`src/sip_pkg.sv`:
```
// ----------------------------------------------------------------------------
// sip_pkg: shared types and constants of the inbound SMS frame parser
// Frame type codes, field checks, result kinds and the result record.
// ----------------------------------------------------------------------------
package sip_pkg;

  // Frame type and field codes
  localparam logic [7:0] TYPE_DELIVER    = 8'h04;
  localparam logic [7:0] TYPE_SUBMIT_ACK = 8'h07;
  localparam logic [7:0] ADDRESS_TYPE    = 8'hC9;
  localparam logic [7:0] NIBBLE_MASK     = 8'h0F;

  // Result kinds
  localparam logic [2:0] KIND_MSGREF = 3'd0;
  localparam logic [2:0] KIND_RCPT   = 3'd1;
  localparam logic [2:0] KIND_SENDER = 3'd2;
  localparam logic [2:0] KIND_TIME   = 3'd3;
  localparam logic [2:0] KIND_SEPTET = 3'd4;
  localparam logic [2:0] KIND_ACCEPT = 3'd5;
  localparam logic [2:0] KIND_REJECT = 3'd6;
  localparam logic [2:0] KIND_DLEN   = 3'd7;

  // Most results per octet and result queue size
  localparam int unsigned MAX_RESULTS = 3;
  localparam int unsigned QUEUE_DEPTH = 4;
  localparam int unsigned QPTR_W      = $clog2(QUEUE_DEPTH);

  // Parser phase, one-hot
  typedef enum logic [9:0] {
    PH_IDLE = 10'b00_0000_0001,
    PH_REF  = 10'b00_0000_0010,
    PH_LEN  = 10'b00_0000_0100,
    PH_TOA  = 10'b00_0000_1000,
    PH_ADDR = 10'b00_0001_0000,
    PH_PID  = 10'b00_0010_0000,
    PH_DCS  = 10'b00_0100_0000,
    PH_TS   = 10'b00_1000_0000,
    PH_DLEN = 10'b01_0000_0000,
    PH_DATA = 10'b10_0000_0000
  } phase_e;

  typedef struct packed {
    logic [2:0] kind;
    logic [7:0] value;
    logic       last;
  } result_t;

endpackage : sip_pkg

```
`src/sms_inbound_pdu_parser.sv`:
```
// ----------------------------------------------------------------------------
// sms_inbound_pdu_parser: inbound SMS frame parser
// Parses deliver and submit-ack frames one octet per request and emits
// digits, septets, length, reference and a final accept or reject.
// ----------------------------------------------------------------------------
//
//  channel | signals                                   | direction
//  --------+-------------------------------------------+----------
//  in      | in_valid_i, in_stall_o, octet_i,          | sink
//          | frame_start_i                             |
//  out     | out_valid_o, out_stall_i, kind_o,         | source
//          | value_o, last_o                           |
//
// An octet is parsed in the cycle it is taken; its zero to three results are
// written into a four-entry result queue and leave one per cycle while the
// output is not stalled. The input stalls while fewer than three queue entries
// are free, so a new octet is taken only while at most one result still waits.
// A result is registered in the queue and reaches the output after the ones
// ahead of it. Reset returns the parser to idle and empties the queue.
module sms_inbound_pdu_parser #(
  parameter int unsigned MAX_ADDRESS_DIGITS = 20,
  parameter int unsigned TIMESTAMP_DIGITS   = 14
) (
  input  logic       clk_i,
  input  logic       rst_ni,
  input  logic       in_valid_i,
  output logic       in_stall_o,
  input  logic [7:0] octet_i,
  input  logic       frame_start_i,
  output logic       out_valid_o,
  input  logic       out_stall_i,
  output logic [2:0] kind_o,
  output logic [7:0] value_o,
  output logic       last_o
);
  import sip_pkg::*;

  localparam int unsigned CNT_W = $clog2(QUEUE_DEPTH + 1);

  // Parser state
  phase_e     phase_q, phase_d;
  logic       is_deliver_q, is_deliver_d;
  logic [4:0] digits_left_q, digits_left_d;
  logic [7:0] septets_left_q, septets_left_d;
  logic [6:0] carry_bits_q, carry_bits_d;
  logic [2:0] bit_borrow_q, bit_borrow_d;

  // Result queue
  result_t           queue_q [QUEUE_DEPTH];
  logic [QPTR_W-1:0] wr_ptr_q, rd_ptr_q;
  logic [CNT_W-1:0]  count_q, count_d;

  result_t    res [MAX_RESULTS];
  logic [1:0] res_n;
  logic       in_acc;
  logic       out_pop;

  assign in_stall_o  = count_q > CNT_W'(QUEUE_DEPTH - MAX_RESULTS);
  assign in_acc      = in_valid_i & ~in_stall_o;
  assign out_valid_o = count_q != '0;
  assign out_pop     = out_valid_o & ~out_stall_i;
  assign kind_o      = queue_q[rd_ptr_q].kind;
  assign value_o     = queue_q[rd_ptr_q].value;
  assign last_o      = queue_q[rd_ptr_q].last;

  // Parse one octet: next state and the results it causes
  always_comb begin
    logic [1:0]  n;
    logic [2:0]  dkind;
    logic [4:0]  dl1;
    logic [2:0]  b;
    logic [14:0] shifted;
    logic [6:0]  septet;
    logic [6:0]  carry;
    logic [7:0]  sl;

    phase_d        = phase_q;
    is_deliver_d   = is_deliver_q;
    digits_left_d  = digits_left_q;
    septets_left_d = septets_left_q;
    carry_bits_d   = carry_bits_q;
    bit_borrow_d   = bit_borrow_q;
    n              = '0;
    dkind          = is_deliver_q ? KIND_SENDER : KIND_RCPT;
    dl1            = '0;
    b              = (bit_borrow_q > 3'd6) ? 3'd0 : bit_borrow_q;
    shifted        = 15'(octet_i) << b;
    septet         = shifted[6:0] | carry_bits_q;
    carry          = 7'(octet_i >> (3'd7 - b));
    sl             = septets_left_q - 8'd1;
    for (int i = 0; i < MAX_RESULTS; i++) begin
      res[i] = '0;
    end

    if (frame_start_i) begin
      // Type octet: restart the frame
      if (octet_i == TYPE_DELIVER) begin
        is_deliver_d = 1'b1;
        phase_d      = PH_LEN;
      end else if (octet_i == TYPE_SUBMIT_ACK) begin
        is_deliver_d = 1'b0;
        phase_d      = PH_REF;
      end else begin
        is_deliver_d = 1'b0;
        res[n]       = '{KIND_REJECT, 8'd0, 1'b0};
        n            = n + 2'd1;
        phase_d      = PH_IDLE;
      end
    end else begin
      case (phase_q)
        PH_REF: begin
          res[n]  = '{KIND_MSGREF, octet_i, 1'b0};
          n       = n + 2'd1;
          phase_d = PH_LEN;
        end
        PH_LEN: begin
          if (octet_i == 8'd0 || octet_i > 8'(MAX_ADDRESS_DIGITS)) begin
            res[n]  = '{KIND_REJECT, 8'd0, 1'b0};
            n       = n + 2'd1;
            phase_d = PH_IDLE;
          end else begin
            digits_left_d = octet_i[4:0];
            phase_d       = PH_TOA;
          end
        end
        PH_TOA: begin
          if (octet_i != ADDRESS_TYPE) begin
            res[n]  = '{KIND_REJECT, 8'd0, 1'b0};
            n       = n + 2'd1;
            phase_d = PH_IDLE;
          end else begin
            phase_d = PH_ADDR;
          end
        end
        PH_ADDR, PH_TS: begin
          // Emit the high nibble, then the low one while digits remain
          if (phase_q == PH_TS) begin
            dkind = KIND_TIME;
          end
          res[n] = '{dkind, 8'(octet_i >> 4) & NIBBLE_MASK, 1'b0};
          n      = n + 2'd1;
          dl1    = (digits_left_q != 5'd0) ? digits_left_q - 5'd1 : 5'd0;
          digits_left_d = dl1;
          if (dl1 != 5'd0) begin
            res[n]        = '{dkind, octet_i & NIBBLE_MASK, 1'b0};
            n             = n + 2'd1;
            digits_left_d = dl1 - 5'd1;
          end
          if (digits_left_d == 5'd0) begin
            if (phase_q == PH_TS) begin
              phase_d = PH_DLEN;
            end else if (is_deliver_q) begin
              phase_d = PH_PID;
            end else begin
              res[n]  = '{KIND_ACCEPT, 8'd0, 1'b0};
              n       = n + 2'd1;
              phase_d = PH_IDLE;
            end
          end
        end
        PH_PID: begin
          if (octet_i != 8'd0) begin
            res[n]  = '{KIND_REJECT, 8'd0, 1'b0};
            n       = n + 2'd1;
            phase_d = PH_IDLE;
          end else begin
            phase_d = PH_DCS;
          end
        end
        PH_DCS: begin
          if (octet_i != 8'd0) begin
            res[n]  = '{KIND_REJECT, 8'd0, 1'b0};
            n       = n + 2'd1;
            phase_d = PH_IDLE;
          end else begin
            digits_left_d = 5'(TIMESTAMP_DIGITS);
            phase_d       = PH_TS;
          end
        end
        PH_DLEN: begin
          res[n]         = '{KIND_DLEN, octet_i, 1'b0};
          n              = n + 2'd1;
          septets_left_d = octet_i;
          carry_bits_d   = '0;
          bit_borrow_d   = '0;
          if (octet_i == 8'd0) begin
            res[n]  = '{KIND_ACCEPT, 8'd0, 1'b0};
            n       = n + 2'd1;
            phase_d = PH_IDLE;
          end else begin
            phase_d = PH_DATA;
          end
        end
        PH_DATA: begin
          // Unpack one septet; the seventh octet of a group also frees an eighth
          res[n]         = '{KIND_SEPTET, {1'b0, septet}, 1'b0};
          n              = n + 2'd1;
          septets_left_d = sl;
          carry_bits_d   = carry;
          bit_borrow_d   = b + 3'd1;
          if (b == 3'd6 && sl != 8'd0) begin
            res[n]         = '{KIND_SEPTET, {1'b0, carry}, 1'b0};
            n              = n + 2'd1;
            septets_left_d = sl - 8'd1;
            carry_bits_d   = '0;
            bit_borrow_d   = '0;
          end
          if (septets_left_d == 8'd0) begin
            carry_bits_d = '0;
            bit_borrow_d = '0;
            res[n]       = '{KIND_ACCEPT, 8'd0, 1'b0};
            n            = n + 2'd1;
            phase_d      = PH_IDLE;
          end
        end
        default: begin
          phase_d = PH_IDLE;
        end
      endcase
    end

    // Mark the final result of this octet
    for (int i = 0; i < MAX_RESULTS; i++) begin
      if (2'(i) == n - 2'd1 && n != 2'd0) begin
        res[i].last = 1'b1;
      end
    end
    res_n = n;
  end

  assign count_d = count_q + (in_acc ? CNT_W'(res_n) : CNT_W'(0))
                 - (out_pop ? CNT_W'(1) : CNT_W'(0));

  // Advance parser state on each accepted request
  always_ff @(posedge clk_i or negedge rst_ni) begin
    if (!rst_ni) begin
      phase_q        <= PH_IDLE;
      is_deliver_q   <= 1'b0;
      digits_left_q  <= '0;
      septets_left_q <= '0;
      carry_bits_q   <= '0;
      bit_borrow_q   <= '0;
    end else if (in_acc) begin
      phase_q        <= phase_d;
      is_deliver_q   <= is_deliver_d;
      digits_left_q  <= digits_left_d;
      septets_left_q <= septets_left_d;
      carry_bits_q   <= carry_bits_d;
      bit_borrow_q   <= bit_borrow_d;
    end
  end

  // Track queue pointers and fill level
  always_ff @(posedge clk_i or negedge rst_ni) begin
    if (!rst_ni) begin
      wr_ptr_q <= '0;
      rd_ptr_q <= '0;
      count_q  <= '0;
    end else begin
      count_q <= count_d;
      if (in_acc) begin
        wr_ptr_q <= wr_ptr_q + QPTR_W'(res_n);
      end
      if (out_pop) begin
        rd_ptr_q <= rd_ptr_q + QPTR_W'(1);
      end
    end
  end

  // Write the results of an accepted request into the queue
  always_ff @(posedge clk_i) begin
    if (in_acc) begin
      for (int i = 0; i < MAX_RESULTS; i++) begin
        if (2'(i) < res_n) begin
          queue_q[wr_ptr_q + QPTR_W'(i)] <= res[i];
        end
      end
    end
  end

endmodule : sms_inbound_pdu_parser

```
`config.mk`:
```
export PLATFORM = sky130hd
export DESIGN_NAME = sms_inbound_pdu_parser
export DESIGN_NICKNAME = d
export VERILOG_FILES = /design/src/sip_pkg.sv /design/src/sms_inbound_pdu_parser.sv
export SDC_FILE = /design/constraint.sdc
export NUM_CORES = 1
export LEC_CHECK = 0
export BUFFER_PORTS_ARGS = -buffer_cell sky130_fd_sc_hd__buf_4
export CAP_MARGIN = 30
export CORE_MARGIN = 4
export CORE_UTILIZATION = 57
export DETAILED_ROUTE_END_ITERATION = 6
export PLACE_DENSITY = 0.88
export RECOVER_POWER = 50
export SLEW_MARGIN = 10
export SYNTH_ARGS = -nofsm -noshare
export SYNTH_HDL_FRONTEND = slang
export SYNTH_SLANG_ARGS = --single-unit
```
`constraint.sdc`:
```
create_clock -name clk_i -period 4.5 [get_ports clk_i]
set_input_delay 0.225 -clock clk_i [delete_from_list [all_inputs] [get_ports clk_i]]
set_output_delay 0.225 -clock clk_i [all_outputs]
set_load 0.02 [all_outputs]
```
# After elaboration in Yosys (flattened, before gate mapping)
# Memory sizes are Yosys's and may differ from the RTL's.
# Index checks and enable logic that the tools add are counted.
# totals
ff_bits	41
ram_bits	48
inputBits	13
output_inout_bits	14
wordCells	188
memories	1
# op_classes
addsub	15
order_cmp	10
eq_ne	19
n_shift	2
mux	93
bitwise_logic	14
reduce_logical	25
# mem_list
name	words	word_bits	read_ports	rd_clocked_by_memory_dff	write_ports	line	text
queue_q	4	12	1	0	3	sms_inbound_pdu_parser.sv:49	result_t queue_q [QUEUE_DEPTH];
# ops
cell	n
2-to-1 mux 12 bit	15
2-to-1 mux 36 bit	4
one-hot mux 12 bit (7 select lines)	1
one-hot mux 10 bit (8 select lines)	1
NOT 30 bit	2
2-to-1 mux 10 bit	5
demux 12 bit (select 2 bit)	2
one-hot mux 12 bit (3 select lines)	1
2-to-1 mux 5 bit	7
2-to-1 mux 2 bit	16
2-to-1 mux 8 bit	4
bitwise AND 28 x 30 -> 30 bit	1
bitwise AND 30 bit	1
2-to-1 mux 24 bit	1
one-hot mux 12 bit (2 select lines)	1
2-to-1 mux 7 bit	3
2-to-1 mux 1 bit	19
2-to-1 mux 3 bit	6
== test 8 x 3 -> 1 bit, second input constant	2
logical NOT 8 bit	2
one-hot mux 8 bit (2 select lines)	1
nonzero test 8 bit	2
subtractor 8 x 1 -> 8 bit, second input constant	2
one-hot mux 5 bit (3 select lines)	1
other kinds (54)	78

# Longest topological paths before layout
# Gate-level depths: netlist of run 1.
# logic_depth
depth_word	19
depth_mapped	26

# Worst setup path after synthesis of run 1
# OpenSTA, ideal clock, no wires.
# synth_path
path_kind	flip-flop to flip-flop
startpoint	register septets_left_q[0]
endpoint	register count_q[2]
setup_ps	123
arrival_ps	4719
t_required_ps	4377
path_slack_ps	-342
path_stages_with_launch	27
n_path_buf	3
synth_period_minus_slack_ps	4842
path_cell_list	dfrtp_1 buf_2 inv_1 ha_1 clkbuf_1 or2_0 o21a_1 o21ai_2 a21oi_4 inv_2 mux2i_1 o2111a_1 or4b_4 inv_1 ha_1 o21ai_0 nand2_1 o2111ai_1 o31ai_4 inv_2 buf_2 nand2_1 ha_1 inv_1 ha_1 fa_1 xnor2_1
# synth_via
elab_chain_len	13
word_cells_on_any_way	18
# synth_lines
element	line	text
from (decl)	sms_inbound_pdu_parser.sv:44	logic [7:0] septets_left_q, septets_left_d;
from (signal assigned)	sms_inbound_pdu_parser.sv:247	septets_left_q <= septets_left_d;
subtractor 8 x 1 -> 8 bit (*)	sms_inbound_pdu_parser.sv:90	sl = septets_left_q - 8'd1;
branches (longest 6 deep; another with subtractor 8 x 1 -> 8 bit)	-	
2-to-1 mux 2 bit (*)	sms_inbound_pdu_parser.sv:208	if (septets_left_d == 8'd0) begin
one-hot mux 2 bit (7 select lines) (*)	sms_inbound_pdu_parser.sv:110	case (phase_q)
2-to-1 mux 2 bit (*)	sms_inbound_pdu_parser.sv:95	if (frame_start_i) begin
2-to-1 mux 2 bit (*)	sms_inbound_pdu_parser.sv:231	assign count_d = count_q + (in_acc ? CNT_W'(res_n) : CNT_W'(0))
adder 3 x 2 -> 3 bit (*)	sms_inbound_pdu_parser.sv:231	
subtractor 3 x 1 -> 3 bit (*)	sms_inbound_pdu_parser.sv:232	- (out_pop ? CNT_W'(1) : CNT_W'(0));
via count_d[2]	sms_inbound_pdu_parser.sv:51	logic [CNT_W-1:0] count_q, count_d;
to (signal assigned)	sms_inbound_pdu_parser.sv:260	count_q <= count_d;
to (decl)	sms_inbound_pdu_parser.sv:51	
# Mark *: on every way through the listed nets, which the timed path passes. The select of a mux whose other input is x is not followed.
# A chain may end at the register's enable or synchronous reset.

==> flow_summary.ini, run 1 <==
[synth]
syn_area_sq_um = 6630
syn_inst = 790
yosysWarnings = 0
synth_edf_count = 12
synth_area_per_cell_sq_um = 8.39
synth_nets = 820
synth.ff_latch_count = 89
ys_async_sr_fraction_pct = 46.1
ys.flop_type = dfrtp_1
yosysSeqAreaShare_pct = 31.8
synth_cell_type_count = 88

[run_status]
failed_checks = DRC, capacitance limit, slew limit
status = finished with violations

[layout]
syn2layout_area_growth_pct = 13.8
fillCellCount = 905
diodes = 0
layout.nets = 856
final_util_pct = 66.0
drive_gt1_share_pct = 17.7

[die]
dieArea_sq_um = 13400
num_io_pins = 27
die_x_um = 116
rows = 39
fp.dieH_um = 116
start_util_pct = 58.0
core_region_area_sq_um = 11400

[sta]
worst_pin_slew_ps = 2400
fmax_mhz = 227
skew_ps = 9.16
finalSetupViolCount = 0
tns_ps = 0
final.min_clock_period_ps = 4400
finalHoldViolCount = 0
fin_crit_sh_pct = 97.8
max_slew_margin_pct = -60.2
slew_viol_final = 42

[setup_path]
crit_fanout = 6
path_delay_family = compound AO/OA/AOI/OAI gates
worstPathCellList = inv_2, ha_2, or2_0, o21a_1, o21ai_4, nand4b_1, xor2_1, o2111a_1, or4b_4, ha_1, o22ai_2, nor2_1, a22oi_2, buf_4, nand3_1, o21ai_1, or3_1
start_kind = register
required_ps = 4540
cp_slowest_cell = or4b_4
slowest_delay_ps = 510
critPathKind = register to register
critical_path_arrival_ps = 4450
crit_buf_inv = 2
end_kind = register

[clocking]
cts_buffers = 9
cts.clk_slew.worst_paths_ps = 70
htreeDepth = 3
cts.sinks = 89
clk_path_buf_depth = 2
root_buffer = clkbuf_16
cts_tree = done
clock_latency_ps = 350

[grt]
antenna_found_initial = 0
grt_max_degree = 42
grt.total_usage_pct = 29.3
overflow = 0
first_global_vias = 6069
grt_pass1_wl_mm = 31.2

[power]
pwr-share-seq_pct = 43.6
p_int_w = 0.00155
ir_drop_mv = 0.312
combPwrFrac_pct = 24.8
power.density_nw_per_um2 = 311
swShare_pct = 34.1
leakage_nw = 2.94
p_clk_share_pct = 31.6
p_switching_w = 0.000799

[drt]
num_vias = 6555
dr.pass1.iters = 7
drcViolationCount = 1
via_per_inst = 6.73
drt-initial-drc-count = 801
drt.antenna.violating_nets = 0
wire_per_inst_um = 19.9
wl_mm = 19.4

[flow_run]
maxCapViolations = 1

[placed_design]
gp_congestion = 0.974
port-buffer-count = 26
place_hpwl_mm = 13.9

[min_path]
hold_path.class = input port to register
## registers in the layout (all words and copies together), names as in the netlist
signal / cells
rd_ptr_q: 2
digits_left_q: 5
septets_left_q: 8
bit_borrow_q: 3
phase_q: 10
is_deliver_q: 1
carry_bits_q: 7
count_q: 3
wr_ptr_q: 2
queue_q: 48
## power groups by stage
stage / combinational, W / clock [W] / sequential (W)
6_report: 0.000582 / 0.000740 / 0.00102
2_1_floorplan: 0.000495 / 0 / 0.000958
5_1_grt: 0.000629 / 0.000772 / 0.00104
4_1_cts: 0.000619 / 0.000740 / 0.00102
3_5_place_dp: 0.000615 / 0 / 0.00104
3_3_place_gp: 0.000600 / 0 / 0.00104
## layout by cell type, fill, tap and decap left out, drive strengths merged, types with 28 or more instances in the layout
| cell type | n |
|---|---|
| nand2 | 87 |
| nor2 | 78 |
| o21ai | 59 |
| buf | 54 |
| a21oi | 47 |
| inv | 42 |
| dfrtp | 40 |
| dfxtp | 36 |
| mux2i | 34 |
| nand3 | 29 |
| nor3 | 28 |
## per-layer routing
metal,GRT usage (%),vias to the layer above,part of all wire [%]
met3,4.75,74,9.7
met5,0,-,0
met4,12.5,0,3.6
met2,45.1,427,45
met1,41.0,3061,42
li1,-,2993,-
## final timing paths
kind / from / endpoint / slack (ps) / cells after the start
worst min-delay path: octet_i[7] / septets_left_q[7]$_DFFE_PN0P_ / 200 / 3
worst max-delay path: septets_left_q[0]$_DFFE_PN0P_ / queue_q[2][9]$_DFFE_PP_ / 100 / 17
worst min register to register: queue_q[0][4]$_SDFFE_PP0P_ / queue_q[0][4]$_SDFFE_PP0P_ / 440 / 2
min in group asynchronous: rst_ni / rd_ptr_q[0]$_DFFE_PN0P_ / 1140 / 2
max in group asynchronous: rst_ni / septets_left_q[2]$_DFFE_PN0P_ / 1790 / 2
worst max register to register: septets_left_q[0]$_DFFE_PN0P_ / queue_q[2][9]$_DFFE_PP_ / 100 / 17
## metrics by stage
stage / setup slack, ps / std cells / total power [W] / instance area, sq um / hold slack, ps
global placement: 94.1 / 949 / 0.00164 / 7150 / 245
floorplan: -42.4 / 790 / 0.00145 / 6700 / -70.6
CTS: 19.9 / 966 / 0.00238 / 7460 / 189
detailed placement: -16.4 / 949 / 0.00165 / 7150 / 247
global route: -80.6 / 974 / 0.00244 / 7540 / 205
finish: 97.3 / 974 / 0.00234 / 7540 / 197
## kinds of logic after synthesis
kind of cell             Yosys count  synth area share, %
AO/OA/AOI/OAI                    215                 22.6
XOR/XNOR                          24                 3.17
AND/OR/NAND/NOR                  306                 23.0
buffers and inverters             84                 5.10
multiplexers                      55                 10.9
adder cells (fa/ha/maj)           17                 3.32
flip-flops                        89                 31.8
## cell usage after synthesis, types with 13 or more instances
| library cell | instances | area share (%) |
|---|---|---|
| dfxtp_1 | 36 | 11 |
| o21ai_0 | 43 | 3.2 |
| a21oi_1 | 42 | 3.2 |
| mux4_2 | 13 | 4.4 |
| dfrtp_1 | 40 | 15 |
| clkbuf_1 | 31 | 1.8 |
| nor2_1 | 77 | 4.4 |
| nand3_1 | 28 | 2.1 |
| nor3_1 | 26 | 2.0 |
| mux2i_1 | 34 | 5.1 |
| ha_1 | 16 | 3.0 |
| inv_1 | 34 | 1.9 |
| buf_2 | 15 | 1.1 |
| o21ai_1 | 13 | 0.98 |
| nand2_1 | 87 | 4.9 |
## tightest hold or removal path: stages
cell and delay [ps]:
buf_4 140, nand2_1 60, a31oi_1 70
## final cells by class
class,instances,area (sq um),share of cell area [%]
Clock buffer,9,225,2.99
Clock inverter,7,57.6,0.763
Inverter,36,135,1.79
Multi-Input combinational cell,617,4340,57.5
Sequential cell,89,2110,28.0
Tap cell,143,179,2.37
Timing Repair Buffer,73,495,6.57
## repair_timing
| item | CTS | global route |
|---|---|---|
| hold buffers | 1 | 0 |
| resized for setup | 2 | 20 |
| pin swaps | 0 | 5 |
| buffers inserted | 0 | 8 |
| endpoints found under the setup margin | 5 | 60 |
| hold endpoints to repair | 40 | 0 |
No activity file was read; power rests on OpenSTA's default activity.
==> run 2, diff against run 1 <==
--- a/config.mk
+++ b/config.mk
@@ -8,9 +8,9 @@
 export BUFFER_PORTS_ARGS = -buffer_cell sky130_fd_sc_hd__buf_4
 export CAP_MARGIN = 30
 export CORE_MARGIN = 4
-export CORE_UTILIZATION = 57
+export CORE_UTILIZATION = 45
 export DETAILED_ROUTE_END_ITERATION = 6
-export PLACE_DENSITY = 0.88
+export PLACE_DENSITY = 0.75
 export RECOVER_POWER = 50
 export SLEW_MARGIN = 10
 export SYNTH_ARGS = -nofsm -noshare
==> run 2 against run 1 <==
The flow finishes with violations (capacitance limit, slew limit); non-clock buffer count is 3 higher; flip-flop and latch count unchanged; global-route usage shrank 5.6 points; routed wire length up 0.72%; sequential power about the same; clock power is 1% lower; die area is 25% higher; sequential share of layout area shrank 0.37 points; hold slack got worse by 7.5 ps; clock skew increased by 3.6 ps; largest cell class unchanged.
==> flow_summary.ini, run 2 (synthesis results as in run 1) <==
[run_status]
status = finished with violations
failed_checks = capacitance limit, slew limit

[drt]
drt-initial-drc-count = 634
wl_mm = 19.6
wire_per_inst_um = 19.2
drt.antenna.violating_nets = 0
num_vias = 6432
via_per_inst = 6.32
dr.pass1.iters = 7
drcViolationCount = 0

[sta]
finalHoldViolCount = 0
timing.hold.ws_ps = 190
worst_pin_slew_ps = 2370
fin_crit_sh_pct = 97.5
slew_viol_final = 42
tns_ps = 0
fmax_mhz = 228
skew_ps = 12.8
worst_slack_ps = 111
max_slew_margin_pct = -58.2
finalSetupViolCount = 0
final.min_clock_period_ps = 4390

[setup_path]
setup.worst_path.start = septets_left_q[0]$_DFFE_PN0P_
r2r_slack_ps = 110
crit_buf_inv = 3
required_ps = 4740
worstPathCellList = inv_2, ha_2, buf_6, nand3b_1, o21ai_4, a211o_1, o31ai_2, xor2_1, or4b_4, ha_2, o22ai_4, nor2_2, a22oi_2, nand3_1, ha_1, inv_1, fa_2, xnor2_2
slowest_delay_ps = 580
critical_path_arrival_ps = 4630
cp_slowest_cell = or4b_4
crit_fanout = 6
r2r_end = count_q[2]$_DFF_PN0_
critPathKind = register to register
crit_cells = 18
ff2ff_path_depth = 18
start_kind = register
end_kind = register
path_delay_family = compound AO/OA/AOI/OAI gates
cp_common_cell = ha_2
reg2reg_from = septets_left_q[0]$_DFFE_PN0P_
cp-endpoint = count_q[2]$_DFF_PN0_

[placed_design]
place_hpwl_mm = 14.3
place_ws_ps = 6.33
port-buffer-count = 26
gp_congestion = 0.930

[power]
p_switching_w = 0.000801
leakage_nw = 2.97
swShare_pct = 34.0
power.density_nw_per_um2 = 308
p_clk_share_pct = 31.0
ir_drop_mv = 0.209
combPwrFrac_pct = 25.5
pwr-share-seq_pct = 43.5
p_int_w = 0.00155

[min_path]
hold_path.class = input port to register

[die]
dieArea_sq_um = 16700
start_util_pct = 45.8
core_region_area_sq_um = 14500
num_io_pins = 27
fp.dieH_um = 129
die_x_um = 129
rows = 44

[clocking]
clock_latency_ps = 360
cts.sinks = 89
root_buffer = clkbuf_16
clk_path_buf_depth = 2
htreeDepth = 3
cts_buffers = 9
cts.clk_slew.worst_paths_ps = 70
cts_tree = done

[layout]
syn2layout_area_growth_pct = 15.3
largest_reg_flops = 48
largest_registers = queue_q: 48 flops, phase_q: 10 flops, septets_left_q: 8 flops
final_common_cell = nand2_1
final_util_pct = 52.8
diodes = 0
layout.nets = 859
final_cell_mix = nand2_1, nor2_1, buf_4
largest-register = queue_q
drive_gt1_share_pct = 18.2

[grt]
grt_pass1_wl_mm = 31.5
antenna_found_initial = 0
grt.total_usage_pct = 23.7
overflow = 0
grt.busiest_layer = met2
use_met1_pct = 31.6
globalRouteMet2Util_pct = 38.0
first_global_vias = 6058
met3_usage_pct = 5.89
grt_max_degree = 42

[flow_run]
maxCapViolations = 1
[run 2: how the worst min path moves through the flow]
| stage | from | to | slack, ps | depth (start not counted) |
|---|---|---|---|---|
| floorplan | rst_ni | bit_borrow_q[0]$_DFFE_PN0P_ | -70 | 0 |
| global placement | rst_ni | septets_left_q[4]$_DFFE_PN0P_ | 250 | 1 |
| detailed placement | rst_ni | septets_left_q[5]$_DFFE_PN0P_ | 260 | 1 |
| CTS | octet_i[7] | septets_left_q[7]$_DFFE_PN0P_ | 170 | 3 |
| global route | octet_i[7] | septets_left_q[7]$_DFFE_PN0P_ | 200 | 3 |
| finish | octet_i[7] | septets_left_q[7]$_DFFE_PN0P_ | 190 | 3 |
[run 2: cell type report]
| class | instances | area (sq um) |
|---|---|---|
| Clock buffer | 10 | 229 |
| Clock inverter | 6 | 48.8 |
| Fill cell | 1347 | 6840 |
| Inverter | 36 | 138 |
| Multi-Input combinational cell | 617 | 4350 |
| Sequential cell | 89 | 2110 |
| Tap cell | 184 | 230 |
| Timing Repair Buffer | 76 | 529 |
[run 2: what timing repair did]
item	in CTS	in global routing
setup buffers	0	10
hold buffers	1	0
setup endpoints to repair	2	57
hold endpoints to repair	40	0
resized for setup	1	29
cloned	0	0
pin swaps	0	21
[run 2: per-layer routing]
metal  vias up  routed length (um)
met5         -                   0
met4         0                 467
met3        47                1680
met2       319                9340
met1      3078                8080
li1       2988                   -
[run 2: stage by stage]
step	power [W]	instances	area (sq um)
2_1_floorplan	0.00145	790	6700
3_3_place_gp	0.00164	991	7200
3_5_place_dp	0.00166	991	7200
4_1_cts	0.00239	1008	7490
5_1_grt	0.00247	1018	7640
6_report	0.00236	1018	7640
[run 2: power groups by stage]
stage / combinational [W] / clock [W] / sequential (W)
after CTS: 0.000622 / 0.000745 / 0.00102
after detailed placement: 0.000618 / 0 / 0.00104
after global placement: 0.000607 / 0 / 0.00104
final: 0.000600 / 0.000730 / 0.00102
after global routing: 0.000652 / 0.000775 / 0.00104
after floorplan: 0.000495 / 0 / 0.000958
[run 2: worst register-to-register path: cells and delay by family (launching register included)]
family / cells / cell delay (ps)
simple gates: 4 / 990
flops: 1 / 440
xor+xnor: 2 / 260
compound gates: 5 / 1200
fa+ha+maj: 4 / 1130
buf+inv: 3 / 260
==> run 3, diff against run 2 <==
--- a/config.mk
+++ b/config.mk
@@ -11,7 +11,6 @@
 export CORE_UTILIZATION = 45
 export DETAILED_ROUTE_END_ITERATION = 6
 export PLACE_DENSITY = 0.75
-export RECOVER_POWER = 50
 export SLEW_MARGIN = 10
 export SYNTH_ARGS = -nofsm -noshare
 export SYNTH_HDL_FRONTEND = slang
==> run 3 against run 2 <==
The flow now finishes without violations; hold slack worse by 0.66 ps; routed wire length rose by 0.62%; combinational power increased by 8.2%; register-to-register slack is essentially flat; power rose by 2.3%; sequential power barely moved; largest cell class unchanged.
==> flow_summary.ini, run 3 (synthesis results as in run 1) <==
[drt]
via_per_inst = 6.28
wl_mm = 19.7
drt-initial-drc-count = 619
wire_per_inst_um = 19.3
drcViolationCount = 0
dr.pass1.iters = 5
num_vias = 6392
drt.antenna.violating_nets = 0

[die]
fp.dieH_um = 129
dieArea_sq_um = 16700
die_x_um = 129
rows = 44
num_io_pins = 27
start_util_pct = 45.8
core_region_area_sq_um = 14500

[grt]
grt.busiest_layer = met2
globalRouteMet2Util_pct = 38.0
grt_pass1_wl_mm = 31.5
met3_usage_pct = 5.89
antenna_found_initial = 0
use_met1_pct = 31.6
grt.total_usage_pct = 23.7
grt_max_degree = 42
overflow = 0
first_global_vias = 6058

[layout]
drive_gt1_share_pct = 20.6
largest-register = queue_q
stdcell_area_sq_um = 7720
largest_reg_flops = 48
diodes = 0
final_common_cell = nand2_1
final_cell_mix = nand2_1, nor2_1, buf_4
multi_input_area_sq_um = 4370
syn2layout_area_growth_pct = 16.5
seqCellArea_sq_um = 2110
largest_registers = queue_q: 48 flops, phase_q: 10 flops, septets_left_q: 8 flops
fillCellCount = 1324
layout.nets = 859

[setup_path]
critical_path_arrival_ps = 4640
slowest_delay_ps = 580
crit_fanout = 6
cp-endpoint = count_q[2]$_DFF_PN0_
start_kind = register
r2r_end = count_q[2]$_DFF_PN0_
crit_cells = 18
end_kind = register
worstPathCellList = inv_2, ha_2, buf_6, nand3b_1, o21ai_4, a211o_1, o31ai_2, xor2_1, or4b_4, ha_2, o22ai_4, nor2_2, a22oi_2, nand3_1, ha_1, inv_1, fa_2, xnor2_2
path_delay_family = compound AO/OA/AOI/OAI gates
cp_slowest_cell = or4b_4
required_ps = 4740
reg2reg_from = septets_left_q[0]$_DFFE_PN0P_
cp_common_cell = ha_2
ff2ff_path_depth = 18
crit_buf_inv = 3
r2r_slack_ps = 110
setup.worst_path.start = septets_left_q[0]$_DFFE_PN0P_
critPathKind = register to register

[sta]
worst_pin_slew_ps = 920
fmax_mhz = 228
worst_slack_ps = 105
skew_ps = 12.6
slew_viol_final = 0
final.min_clock_period_ps = 4390
finalSetupViolCount = 0
max_slew_margin_pct = 38.6
fin_crit_sh_pct = 97.7
finalHoldViolCount = 0

[placed_design]
port-buffer-count = 26
placed_area_sq_um = 7200
place_hpwl_mm = 14.3
place_ws_ps = 6.33
gp_congestion = 0.930

[power]
leakage_nw = 3.04
power.density_nw_per_um2 = 312
ir_drop_mv = 0.210

[min_path]
hold_path.class = input port to register
holdPathStages = 3

[clocking]
cts.sinks = 89
clock_latency_ps = 360
cts_tree = done
cts.clk_slew.worst_paths_ps = 70
htreeDepth = 3
cts_buffers = 9
root_buffer = clkbuf_16
clk_path_buf_depth = 2

[flow_run]
maxCapViolations = 0

[run_status]
status = complete, no violations
## run 3: cell types whose count changed in the layout (fill, tap and decap cells not counted), sizes merged
cell / previous run / this run
buf: 58 / 75
clkbuf: 27 / 10
## run 3: metal layers
layer | wire length [um] | up-vias
met5 | 0 | -
met4 | 485 | 0
met3 | 1640 | 49
met2 | 9430 | 307
met1 | 8130 | 3054
li1 | - | 2982
## run 3: tightest hold or removal path, stage by stage
cell and delay [ps]:
buf_4 150, nand2_1 60, a31oi_1 80
## run 3: area by class of cell
type                    count  area share, %
multi-input cells         617           56.6
well taps                 184           2.98
inverters                  36           1.78
clock buffers              10           2.97
flip-flops and latches     89           27.3
clock inverters             6          0.632
repair buffers             76           7.68
## run 3: worst min path at each step
stage	from	to	slack (ps)
after floorplan	rst_ni	bit_borrow_q[0]$_DFFE_PN0P_	-70
after global placement	rst_ni	septets_left_q[4]$_DFFE_PN0P_	250
after detailed placement	rst_ni	septets_left_q[5]$_DFFE_PN0P_	260
after CTS	octet_i[7]	septets_left_q[7]$_DFFE_PN0P_	170
after global routing	octet_i[7]	septets_left_q[7]$_DFFE_PN0P_	200
final	octet_i[7]	septets_left_q[7]$_DFFE_PN0P_	190
## run 3: timing repair
item                                    in CTS  in global routing
resized for setup                            1                 29
hold buffers                                 1                  0
endpoints found under the setup margin       2                 57
buffers inserted                             0                 10
pin swaps                                    0                 21
endpoints found under the hold margin       40                  0
## run 3: power by group
part           internal (W)  switching (W)
sequential         0.000897       0.000128
combinational      0.000320       0.000329
clock              0.000383       0.000352
total               0.00160       0.000809
## run 3: metrics by stage
stage          hold WS [ps]  total power (W)  util [%]  setup TNS (ps)  instances
2_1_floorplan         -70.6          0.00145         -           -48.4        790
5_1_grt                 203          0.00252      53.3            -405       1018
3_5_place_dp            259          0.00166      49.7               0        991
6_report                189          0.00241      53.3               0       1018
3_3_place_gp            250          0.00164      49.7               0        991
4_1_cts                 172          0.00239      51.7               0       1008
